==> config.mk <==
export PLATFORM = sky130hd
export DESIGN_NAME = h264_keyframe_detector_core
export DESIGN_NICKNAME = d
export VERILOG_FILES = /design/src/sv/h264kd_pkg.sv /design/src/sv/h264kd_walks.sv /design/src/sv/h264_keyframe_detector_core.sv
export VERILOG_INCLUDE_DIRS = /design/src /design/src/sv
export SDC_FILE = /design/constraint.sdc
export NUM_CORES = 1
export LEC_CHECK = 0
export BUFFER_PORTS_ARGS = -buffer_cell sky130_fd_sc_hd__buf_2
export CELL_PAD_IN_SITES_DETAIL_PLACEMENT = 1
export CELL_PAD_IN_SITES_GLOBAL_PLACEMENT = 2
export CORE_MARGIN = 2
export CORE_UTILIZATION = 37
export DETAILED_ROUTE_END_ITERATION = 6
export GPL_ROUTABILITY_DRIVEN = 0
export PLACE_DENSITY_LB_ADDON = 0.1
export SLEW_MARGIN = 20
export SYNTH_ARGS = -nofsm -noshare
export SYNTH_HDL_FRONTEND = slang
export SYNTH_SLANG_ARGS = --single-unit
==> constraint.sdc <==
create_clock -name aclk -period 3.1 [get_ports aclk]
set_input_delay 0.31 -clock aclk [delete_from_list [all_inputs] [get_ports aclk]]
set_output_delay 0.31 -clock aclk [all_outputs]
set_load 0.005 [all_outputs]
==> src/sv/h264_keyframe_detector_core_defines.svh <==
// Assertion macros shared by the keyframe detector RTL.
// Both expect aclk and aresetn in scope.
`ifndef H264_KEYFRAME_DETECTOR_CORE_DEFINES_SVH
`define H264_KEYFRAME_DETECTOR_CORE_DEFINES_SVH

// Same-cycle implication
`define H264KD_ASSERT_IMPL(label, ante, cons, msg) \
    label: assert property (@(posedge aclk) disable iff (!aresetn) (ante) |-> (cons)) \
        else $error(msg);

// Next-cycle implication
`define H264KD_ASSERT_NEXT(label, ante, cons, msg) \
    label: assert property (@(posedge aclk) disable iff (!aresetn) (ante) |=> (cons)) \
        else $error(msg);

`endif

==> src/sv/h264kd_pkg.sv <==
`timescale 1ns / 1ps

package h264kd_pkg;

    // Walker count: index 0 uses 4-byte lengths, index 1 uses 2-byte lengths
    localparam int NUM_WALKS = 2;
    localparam int WALK_LONG = 0;
    localparam int WALK_SHORT = 1;

    // Width of the per-walk unit byte counter; longer lengths fail the walk
    localparam int LEN_CNT_W = 32;

    localparam logic [4:0]  NAL_TYPE_MASK = 5'h1F;
    localparam logic [4:0]  NAL_TYPE_IDR  = 5'd5;
    localparam logic [23:0] START_CODE    = 24'h000001;
    localparam logic [23:0] RECENT_RESET  = 24'hFFFFFF;

    typedef enum logic [1:0] {
        PH_LEN   = 2'd0,
        PH_UNIT  = 2'd1,
        PH_FAIL  = 2'd2,
        PH_FOUND = 2'd3
    } phase_t;

    typedef enum logic [1:0] {
        ST_INVALID = 2'd0,
        ST_VALID   = 2'd1,
        ST_FOUND   = 2'd2
    } status_t;

    typedef enum logic [1:0] {
        FB_NONE  = 2'd0,
        FB_START = 2'd1,
        FB_LONG  = 2'd2,
        FB_SHORT = 2'd3
    } found_t;

    typedef struct packed {
        status_t long_st;
        status_t short_st;
    } walk_status_t;

    // Length prefix size in bytes for each walker
    function automatic int prefix_bytes(input int w);
        return (w == WALK_LONG) ? 4 : 2;
    endfunction

endpackage

==> src/sv/h264kd_walks.sv <==
`timescale 1ns / 1ps

module h264kd_walks
    import h264kd_pkg::*;
(
    input  logic         aclk,
    input  logic         aresetn,
    input  logic         beat_en,
    input  logic [7:0]   data_byte,
    input  logic         last_byte,
    output walk_status_t status     // status after this beat, before the frame clear
);

    status_t st [NUM_WALKS];

    for (genvar w = 0; w < NUM_WALKS; w++) begin : g_walk
        localparam int PB = prefix_bytes(w);
        localparam int AW = PB * 8;
        localparam int SW = $clog2(PB + 1);

        phase_t                phase_reg, phase_next;
        logic [AW-1:0]         acc_reg, acc_next;
        logic [SW-1:0]         seen_reg, seen_next;
        logic [LEN_CNT_W-1:0]  left_reg, left_next;
        logic                  first_reg, first_next;
        logic                  idr_reg, idr_next;

        logic [AW-1:0]         acc_shift;
        logic [63:0]           len_wide;
        logic                  too_long;
        logic                  idr_hit;

        assign acc_shift = {acc_reg[AW-9:0], data_byte};
        assign len_wide  = 64'(acc_shift);
        assign too_long  = (len_wide >> LEN_CNT_W) != 64'd0;
        assign idr_hit   = idr_reg
                         | (first_reg && ((data_byte[4:0] & NAL_TYPE_MASK) == NAL_TYPE_IDR));

        // Next state of the walk for this byte
        always_comb begin
            phase_next = phase_reg;
            acc_next   = acc_reg;
            seen_next  = seen_reg;
            left_next  = left_reg;
            first_next = first_reg;
            idr_next   = idr_reg;
            unique case (phase_reg)
                PH_LEN: begin
                    acc_next  = acc_shift;
                    seen_next = SW'(seen_reg + 1'b1);
                    if (seen_reg == SW'(PB - 1)) begin
                        if (acc_shift == '0 || too_long) begin
                            phase_next = PH_FAIL;
                        end else begin
                            left_next  = len_wide[LEN_CNT_W-1:0];
                            idr_next   = 1'b0;
                            first_next = 1'b1;
                            phase_next = PH_UNIT;
                        end
                    end
                end
                PH_UNIT: begin
                    idr_next   = idr_hit;
                    first_next = 1'b0;
                    left_next  = left_reg - 1'b1;
                    if (left_reg == LEN_CNT_W'(1)) begin
                        if (idr_hit) begin
                            phase_next = PH_FOUND;
                        end else begin
                            phase_next = PH_LEN;
                            acc_next   = '0;
                            seen_next  = '0;
                        end
                    end
                end
                default: begin
                end
            endcase
        end

        // Status as seen at the end of this byte
        always_comb begin
            unique case (phase_next)
                PH_FOUND: st[w] = ST_FOUND;
                PH_LEN:   st[w] = (seen_next == '0) ? ST_VALID : ST_INVALID;
                default:  st[w] = ST_INVALID;
            endcase
        end

        // Walk registers, cleared at the end of every frame
        always_ff @(posedge aclk) begin
            if (!aresetn || (beat_en && last_byte)) begin
                phase_reg <= PH_LEN;
                acc_reg   <= '0;
                seen_reg  <= '0;
                left_reg  <= '0;
                first_reg <= 1'b0;
                idr_reg   <= 1'b0;
            end else if (beat_en) begin
                phase_reg <= phase_next;
                acc_reg   <= acc_next;
                seen_reg  <= seen_next;
                left_reg  <= left_next;
                first_reg <= first_next;
                idr_reg   <= idr_next;
            end
        end
    end

    assign status.long_st  = st[WALK_LONG];
    assign status.short_st = st[WALK_SHORT];

endmodule

==> src/sv/h264_keyframe_detector_core.sv <==
// The verdict is registered into m_tdata when the frame's tlast beat is taken.
// Throughput: one byte per cycle; s_tready drops only while a verdict waits on m_tready.
// Every byte updates the start-code window and both length walkers.
// Reset (aresetn low, synchronous) clears all frame state and the output valid flag.
`timescale 1ns / 1ps

`include "h264_keyframe_detector_core_defines.svh"

module h264_keyframe_detector_core
    import h264kd_pkg::*;
(
    input  logic       aclk,
    input  logic       aresetn,
    input  logic       s_tvalid,
    output logic       s_tready,
    input  logic [7:0] s_tdata,     // [7:0] data_byte
    input  logic       s_tlast,     // last_byte
    output logic       m_tvalid,
    input  logic       m_tready,
    output logic [7:0] m_tdata      // [0] is_keyframe, [2:1] found_by,
                                    // [4:3] long_prefix_status,
                                    // [6:5] short_prefix_status, [7] zero
);

    logic         s_beat;
    logic [23:0]  recent_reg;
    logic         sc_hit_reg;
    logic         sc_hit_now;
    walk_status_t walk_st;
    found_t       found_next;
    logic         m_valid_reg;
    logic [7:0]   m_data_reg;

    assign s_tready = !m_valid_reg || m_tready;
    assign s_beat   = s_tvalid && s_tready;

    h264kd_walks u_walks (
        .aclk      (aclk),
        .aresetn   (aresetn),
        .beat_en   (s_beat),
        .data_byte (s_tdata),
        .last_byte (s_tlast),
        .status    (walk_st)
    );

    // Start code 00 00 01 followed by an IDR header
    assign sc_hit_now = sc_hit_reg
                      || (recent_reg == START_CODE
                          && (s_tdata[4:0] & NAL_TYPE_MASK) == NAL_TYPE_IDR);

    always_ff @(posedge aclk) begin
        if (!aresetn || (s_beat && s_tlast)) begin
            recent_reg <= RECENT_RESET;
            sc_hit_reg <= 1'b0;
        end else if (s_beat) begin
            recent_reg <= {recent_reg[15:0], s_tdata};
            sc_hit_reg <= sc_hit_now;
        end
    end

    // Verdict priority: start code, then 4-byte walk, then 2-byte walk if the 4-byte walk is invalid
    always_comb begin
        if (sc_hit_now) begin
            found_next = FB_START;
        end else if (walk_st.long_st == ST_FOUND) begin
            found_next = FB_LONG;
        end else if (walk_st.long_st == ST_INVALID && walk_st.short_st == ST_FOUND) begin
            found_next = FB_SHORT;
        end else begin
            found_next = FB_NONE;
        end
    end

    // Output register
    always_ff @(posedge aclk) begin
        if (!aresetn) begin
            m_valid_reg <= 1'b0;
        end else if (s_beat && s_tlast) begin
            m_valid_reg <= 1'b1;
        end else if (m_tready) begin
            m_valid_reg <= 1'b0;
        end
    end

    always_ff @(posedge aclk) begin
        if (s_beat && s_tlast) begin
            m_data_reg <= {1'b0, walk_st.short_st, walk_st.long_st, found_next,
                           found_next != FB_NONE};
        end
    end

    assign m_tvalid = m_valid_reg;
    assign m_tdata  = m_data_reg;

    `H264KD_ASSERT_NEXT(a_last_gives_result, s_beat && s_tlast, m_tvalid, "no result after last beat")
    `H264KD_ASSERT_IMPL(a_flag_matches_kind, m_tvalid, m_tdata[0] == (m_tdata[2:1] != FB_NONE), "is_keyframe mismatch")
    `H264KD_ASSERT_IMPL(a_long_kind_found, m_tvalid && m_tdata[2:1] == FB_LONG, m_tdata[4:3] == ST_FOUND, "long verdict without long find")
    `H264KD_ASSERT_IMPL(a_short_kind_rule, m_tvalid && m_tdata[2:1] == FB_SHORT, m_tdata[4:3] == ST_INVALID && m_tdata[6:5] == ST_FOUND, "short verdict rule broken")
    `H264KD_ASSERT_NEXT(a_frame_clears_window, s_beat && s_tlast, recent_reg == RECENT_RESET && !sc_hit_reg, "frame state not cleared")

endmodule
After elaboration in Yosys (flattened, before gate mapping)
Index checks and enable logic that the tools add are counted.

word-level totals
  register bits = 142
  output and inout bits = 10

cells by class
  add/subtract/negate cells = 4
  equality and inequality tests = 20
  multiplexer cells = 49
  bitwise gates (word level) = 2
  reductions and logical operators = 28

operator list
  kind                                                                      number
  32-bit 2-to-1 mux                                                         4
  32-bit case mux with 2 select lines                                       2
  32-bit by 1-bit equality test with 1-bit output (second input constant)   2
  32-bit by 1-bit subtractor with 32-bit output (second input constant)     2
  24-bit 2-to-1 mux                                                         2
  24-bit case mux with 2 select lines                                       1
  32-bit zero test                                                          1
  2-bit 2-to-1 mux                                                          13
  24-bit by 1-bit equality test with 1-bit output (second input constant)   1
  2-bit case mux with 2 select lines                                        5
  16-bit zero test                                                          1
  8-bit 2-to-1 mux                                                          2
  8-bit case mux with 2 select lines                                        1
  4-bit AND reduction                                                       4
  2-bit zero test                                                           6
  1-bit 2-to-1 mux                                                          12
  2-bit equality test (second input constant)                               4
  2-bit by 1-bit inequality test with 1-bit output (second input constant)  4
  2-bit inequality test (second input constant)                             4
  1-bit case mux with 2 select lines                                        4
  2-bit nonzero test                                                        4
  2-bit by 1-bit equality test with 1-bit output (second input constant)    3
  1-bit logical AND                                                         6
  3-bit 2-to-1 mux                                                          2
  9 further kinds                                                           13

Longest topological paths before layout
  depth after elaboration = 15
  gate-level depth with buffers = 9

Cells and area by module
From an unflattened synthesis, not the netlist that was laid out.

unflattened totals
  cell total of the unflattened synthesis = 950
  area total of the unflattened synthesis = 7473.4 um2

by module, submodules not included
  module                       instances  cells an instance  area an instance (um2)  seq. area each (um2)
  h264kd_walks                 1          809                6127.1                  2182.1
  h264_keyframe_detector_core  1          141                1346.3                  730.7

Worst setup path after synthesis
OpenSTA, ideal clock, no wires.

  path kind = register to register
  from = reg u_walks.g_walk[0].left_reg[8]
  to = reg m_data_reg[1], in the netlist m_tdata[1] (data pin)
  library setup time = 0.265 ns
  data arrival time = 2.273 ns
  data required time = 2.835 ns
  path slack = 0.561 ns
  cell stages (with the launch flop) = 8
  buffers on the path = 1
  path through = dfxtp_1 or3_1 buf_2 or4_1 nor4_4 a31oi_1 nor4_2 o41ai_2

RTL lines
  element                   RTL line                           RTL
  start: declaration        h264kd_walks.sv:24                 logic [LEN_CNT_W-1:0] left_reg, left_next;
  start signal: assignment  h264kd_walks.sv:103                left_reg <= left_next;
  end signal: assignment    h264_keyframe_detector_core.sv:87  m_data_reg <= {1'b0, walk_st.short_st, walk_st.long_st, found_next,
  end: declaration          h264_keyframe_detector_core.sv:32  logic [7:0] m_data_reg;

==> results.md <==
- Outcome: complete, no violations
- Total nets after synthesis: 954
- Global-route wire length before repair: 38,600 um
- Aggregate global-route resource usage: 24.3%
- Final net count: 953
- Average cell area after synthesis: 7.67 um^2
- Critical register-to-register path endpoint: m_tdata[1]$_DFFE_PP_
- HPWL reported at the end of detailed placement: 16,000 um
- Static power due to leakage: 3.02 nW
- Number of warnings issued by yosys: 0
- Power density over the cells: 555 mW/mm^2
- Post-CTS setup repair buffer count: 0
- Maximum vdd ir drop: 358 uV
- Total number of vias: 7,080
- Hold Path Stages: 2
- Share of layout cells above drive strength 1: 10.6%
- Top post-synthesis cells by count: sky130_fd_sc_hd__dfxtp_1, sky130_fd_sc_hd__nand2_1, sky130_fd_sc_hd__a21oi_1, sky130_fd_sc_hd__nor2_1, sky130_fd_sc_hd__o21ai_0
- Startpoint Class: flip-flop
- Initial core utilization: 38.1%
- Synthesized netlist cell count: 934
- Max Root-Sink Buffers: 2
- Transition at the pin with the smallest max-transition slack: 0.851 ns
- Worst hold slack after final layout: 0.172 ns
- Biggest area consumer among synthesized cells: sky130_fd_sc_hd__dfxtp_1
- Internal power contribution: 3.30 mW
- Ys flop type: sky130_fd_sc_hd__dfxtp_1
- Latest clock arrival within the worst-skew pair: 0.43 ns
- EDFF count, synth: 7
- Post-route fraction of the period consumed by the critical path: 90.7%
- Clock tree from TritonCTS: yes
- Unrepaired setup endpoints after global routing: no
- Synthesized cell area: 0.00717 mm^2
- Clock slew at reported path FFs: 0.06 ns
- Number of violations reported at the end of detailed-routing iteration 0: 504
- Relative slew slack: 43.3%
- Data required, critical path: 3.27 ns
- Count of instances resized after the clock tree is built: 0
- Kind of end point of the critical path: flip-flop
- Hold Crit Class: in -> reg
- Kind of critical path: reg -> reg
- Antenna violations before repair: 1
- Slack of the worst reg-to-reg path: 0.29 ns
- Hold EP: m_tvalid$_SDFFE_PN0P_
- Flip-flop count of the largest register, all copies and words added: 64
- Congestion Overflow GR: 0
- # IOs: 23
- Proportion of total power due to net switching: 27.0%
- Drt drc: 0
- Final ANT Viol Nets: 0
- Via count of the first global-routing pass: 7,148
- Final routed wire length divided by cell count: 19.7 um
- Number of levels in the clock H-tree: 4
- Count of final hold-check violations: 0
- Final WL: 23,700 um
- Maximum number of pins on one net before global-route repair: 84
- Hold-fix buffers, CTS: 0
- Via density per instance: 5.88
- Power dissipated by switching net loads: 1.22 mW
- Number of CTS-inserted buffers: 17
- Maximum clock skew at final layout: 0.00950 ns
- Cell at the root of the clock tree: sky130_fd_sc_hd__clkbuf_16
- R2r worst-path depth: 6
- Max-capacitance violation count: 0
- Comb pwr share: 12.0%
- CTS Sinks: 142
- X dimension of the die: 143 um
- HP Start: aresetn
- Placement Rows: 50
- FF+latch count, synth: 142
- Area of the core region: 0.0188 mm^2
- Count of port buffers added during placement: 21
- Fmax: 356 MHz
- Height of the die: 143 um
- Min Tclk post-route: 2.81 ns
- Share of flip-flops with an asynchronous set or reset after synthesis: 0%
- Iteration count of the initial detailed-routing pass: 4
- Area enclosed by the die boundary: 0.0205 mm^2
- Clock group share of total power: 44.6%
- Area share of the leading cell type in the synthesized netlist: 37.7%
- Final antenna diode count: 0
- Share of synthesized area occupied by flip-flops and latches: 40.6%
- Total negative slack for setup checks: 0 ns
- Critical path peak fanout: 8
- P&R area growth vs syn: 13.5%
- Final setup fails: 0
- Data arrival at the endpoint of the critical path: 2.98 ns
- Largest cells by area after synthesis: sky130_fd_sc_hd__dfxtp_1, sky130_fd_sc_hd__a21oi_1, sky130_fd_sc_hd__nand2_1
- Count of unique library cells instantiated by Yosys: 57
- Share of power burned in registers: 43.5%
- Count of final max-slew check failures: 0
- Crit Reg-Reg Startpoint: u_walks.g_walk[0].left_reg[15]$_SDFFE_PP0P_
-- final cells by class --
class / count / area [um^2]
Inverter: 18 / 67.6
Sequential cell: 142 / 2910
Multi-Input combinational cell: 703 / 3930
Fill cell: 2332 / 10700
Tap cell: 260 / 325
Timing Repair Buffer: 51 / 343
Clock inverter: 6 / 86.3
Clock buffer: 24 / 472
-- worst max-delay path by stage --
stage | start | endpoint | slack (ns) | depth (start not counted)
after floorplan | u_walks.g_walk[0].left_reg[8]$_SDFFE_PP0P_ | m_tdata[1]$_DFFE_PP_ | 0.56 | 7
after global placement | u_walks.g_walk[0].left_reg[15]$_SDFFE_PP0P_ | m_tdata[1]$_DFFE_PP_ | 0.37 | 6
after detailed placement | u_walks.g_walk[0].left_reg[15]$_SDFFE_PP0P_ | m_tdata[1]$_DFFE_PP_ | 0.29 | 6
after CTS | u_walks.g_walk[0].left_reg[15]$_SDFFE_PP0P_ | m_tdata[1]$_DFFE_PP_ | 0.29 | 6
after global routing | u_walks.g_walk[0].left_reg[15]$_SDFFE_PP0P_ | m_tdata[1]$_DFFE_PP_ | 0.12 | 6
final | u_walks.g_walk[0].left_reg[15]$_SDFFE_PP0P_ | m_tdata[1]$_DFFE_PP_ | 0.29 | 6
-- cells by family after synthesis --
group,share of synthesized area [%]
xor gates and xnor gates,1.10
other,0.0523
and+or+nand+nor,28.3
muxes,0.140
AOI/OAI and AO/OA,23.7
DFF,40.6
buffers and inverters,4.77
adders and majority gates,1.22
-- routing by layer --
metal | routed length (um) | up-vias | track usage (%) | share of wire [%]
li1 | - | 3404 | - | -
met1 | 11800 | 3532 | 34.6 | 50
met2 | 10700 | 124 | 38.0 | 45
met3 | 861 | 20 | 4.09 | 3.6
met4 | 307 | 0 | 6.04 | 1.3
met5 | 0 | - | 0 | 0
-- critical path, cell delays in order, from the launching register on --
cell	delay (ns)
sky130_fd_sc_hd__dfxtp_1	0.36
sky130_fd_sc_hd__or4_4	0.58
sky130_fd_sc_hd__or3_1	0.50
sky130_fd_sc_hd__nor4_4	0.38
sky130_fd_sc_hd__a31oi_1	0.20
sky130_fd_sc_hd__nor4_2	0.40
sky130_fd_sc_hd__o41ai_2	0.14
-- layout by cell type, fill, tap and decap left out, types with 6 or more instances in the layout --
master / instances
sky130_fd_sc_hd__nor4_1: 23
sky130_fd_sc_hd__or4_1: 13
sky130_fd_sc_hd__edfxtp_1: 7
sky130_fd_sc_hd__nand2b_1: 7
sky130_fd_sc_hd__o21ai_0: 83
sky130_fd_sc_hd__nor2_1: 90
sky130_fd_sc_hd__buf_4: 29
sky130_fd_sc_hd__o2111ai_1: 9
sky130_fd_sc_hd__ha_1: 7
sky130_fd_sc_hd__o31ai_1: 14
sky130_fd_sc_hd__a31oi_1: 8
sky130_fd_sc_hd__nor4b_1: 9
sky130_fd_sc_hd__a211oi_1: 10
sky130_fd_sc_hd__nand2_1: 134
sky130_fd_sc_hd__dfxtp_1: 135
sky130_fd_sc_hd__buf_2: 21
sky130_fd_sc_hd__nand4_1: 26
sky130_fd_sc_hd__xor2_1: 9
sky130_fd_sc_hd__clkbuf_16: 17
sky130_fd_sc_hd__inv_1: 17
sky130_fd_sc_hd__nand3_1: 37
sky130_fd_sc_hd__a41o_1: 6
sky130_fd_sc_hd__o211ai_1: 7
sky130_fd_sc_hd__a21oi_1: 104
sky130_fd_sc_hd__or3_1: 15
sky130_fd_sc_hd__nor3_1: 22
-- power groups by stage --
stage	registers (mW)	logic [mW]	clock network [mW]
6_report	1.96	0.541	2.01
5_1_grt	1.97	0.604	2.14
4_1_cts	1.96	0.541	2.04
3_5_place_dp	2.00	0.538	0
3_3_place_gp	2.00	0.518	0
2_1_floorplan	1.98	0.368	0
-- per-stage QoR --
step | instances | power (mW) | utilization [%] | cell area, um^2 | worst slack, ns
2_1_floorplan | 934 | 2.35 | - | 7170 | 0.561
3_3_place_gp | 1174 | 2.52 | 40.2 | 7570 | 0.370
3_5_place_dp | 1174 | 2.54 | 40.2 | 7570 | 0.293
4_1_cts | 1204 | 4.54 | 43.2 | 8130 | 0.287
5_1_grt | 1204 | 4.72 | 43.2 | 8130 | 0.115
6_report | 1204 | 4.52 | 43.2 | 8130 | 0.288
No activity file was read; power rests on OpenSTA's default activity.
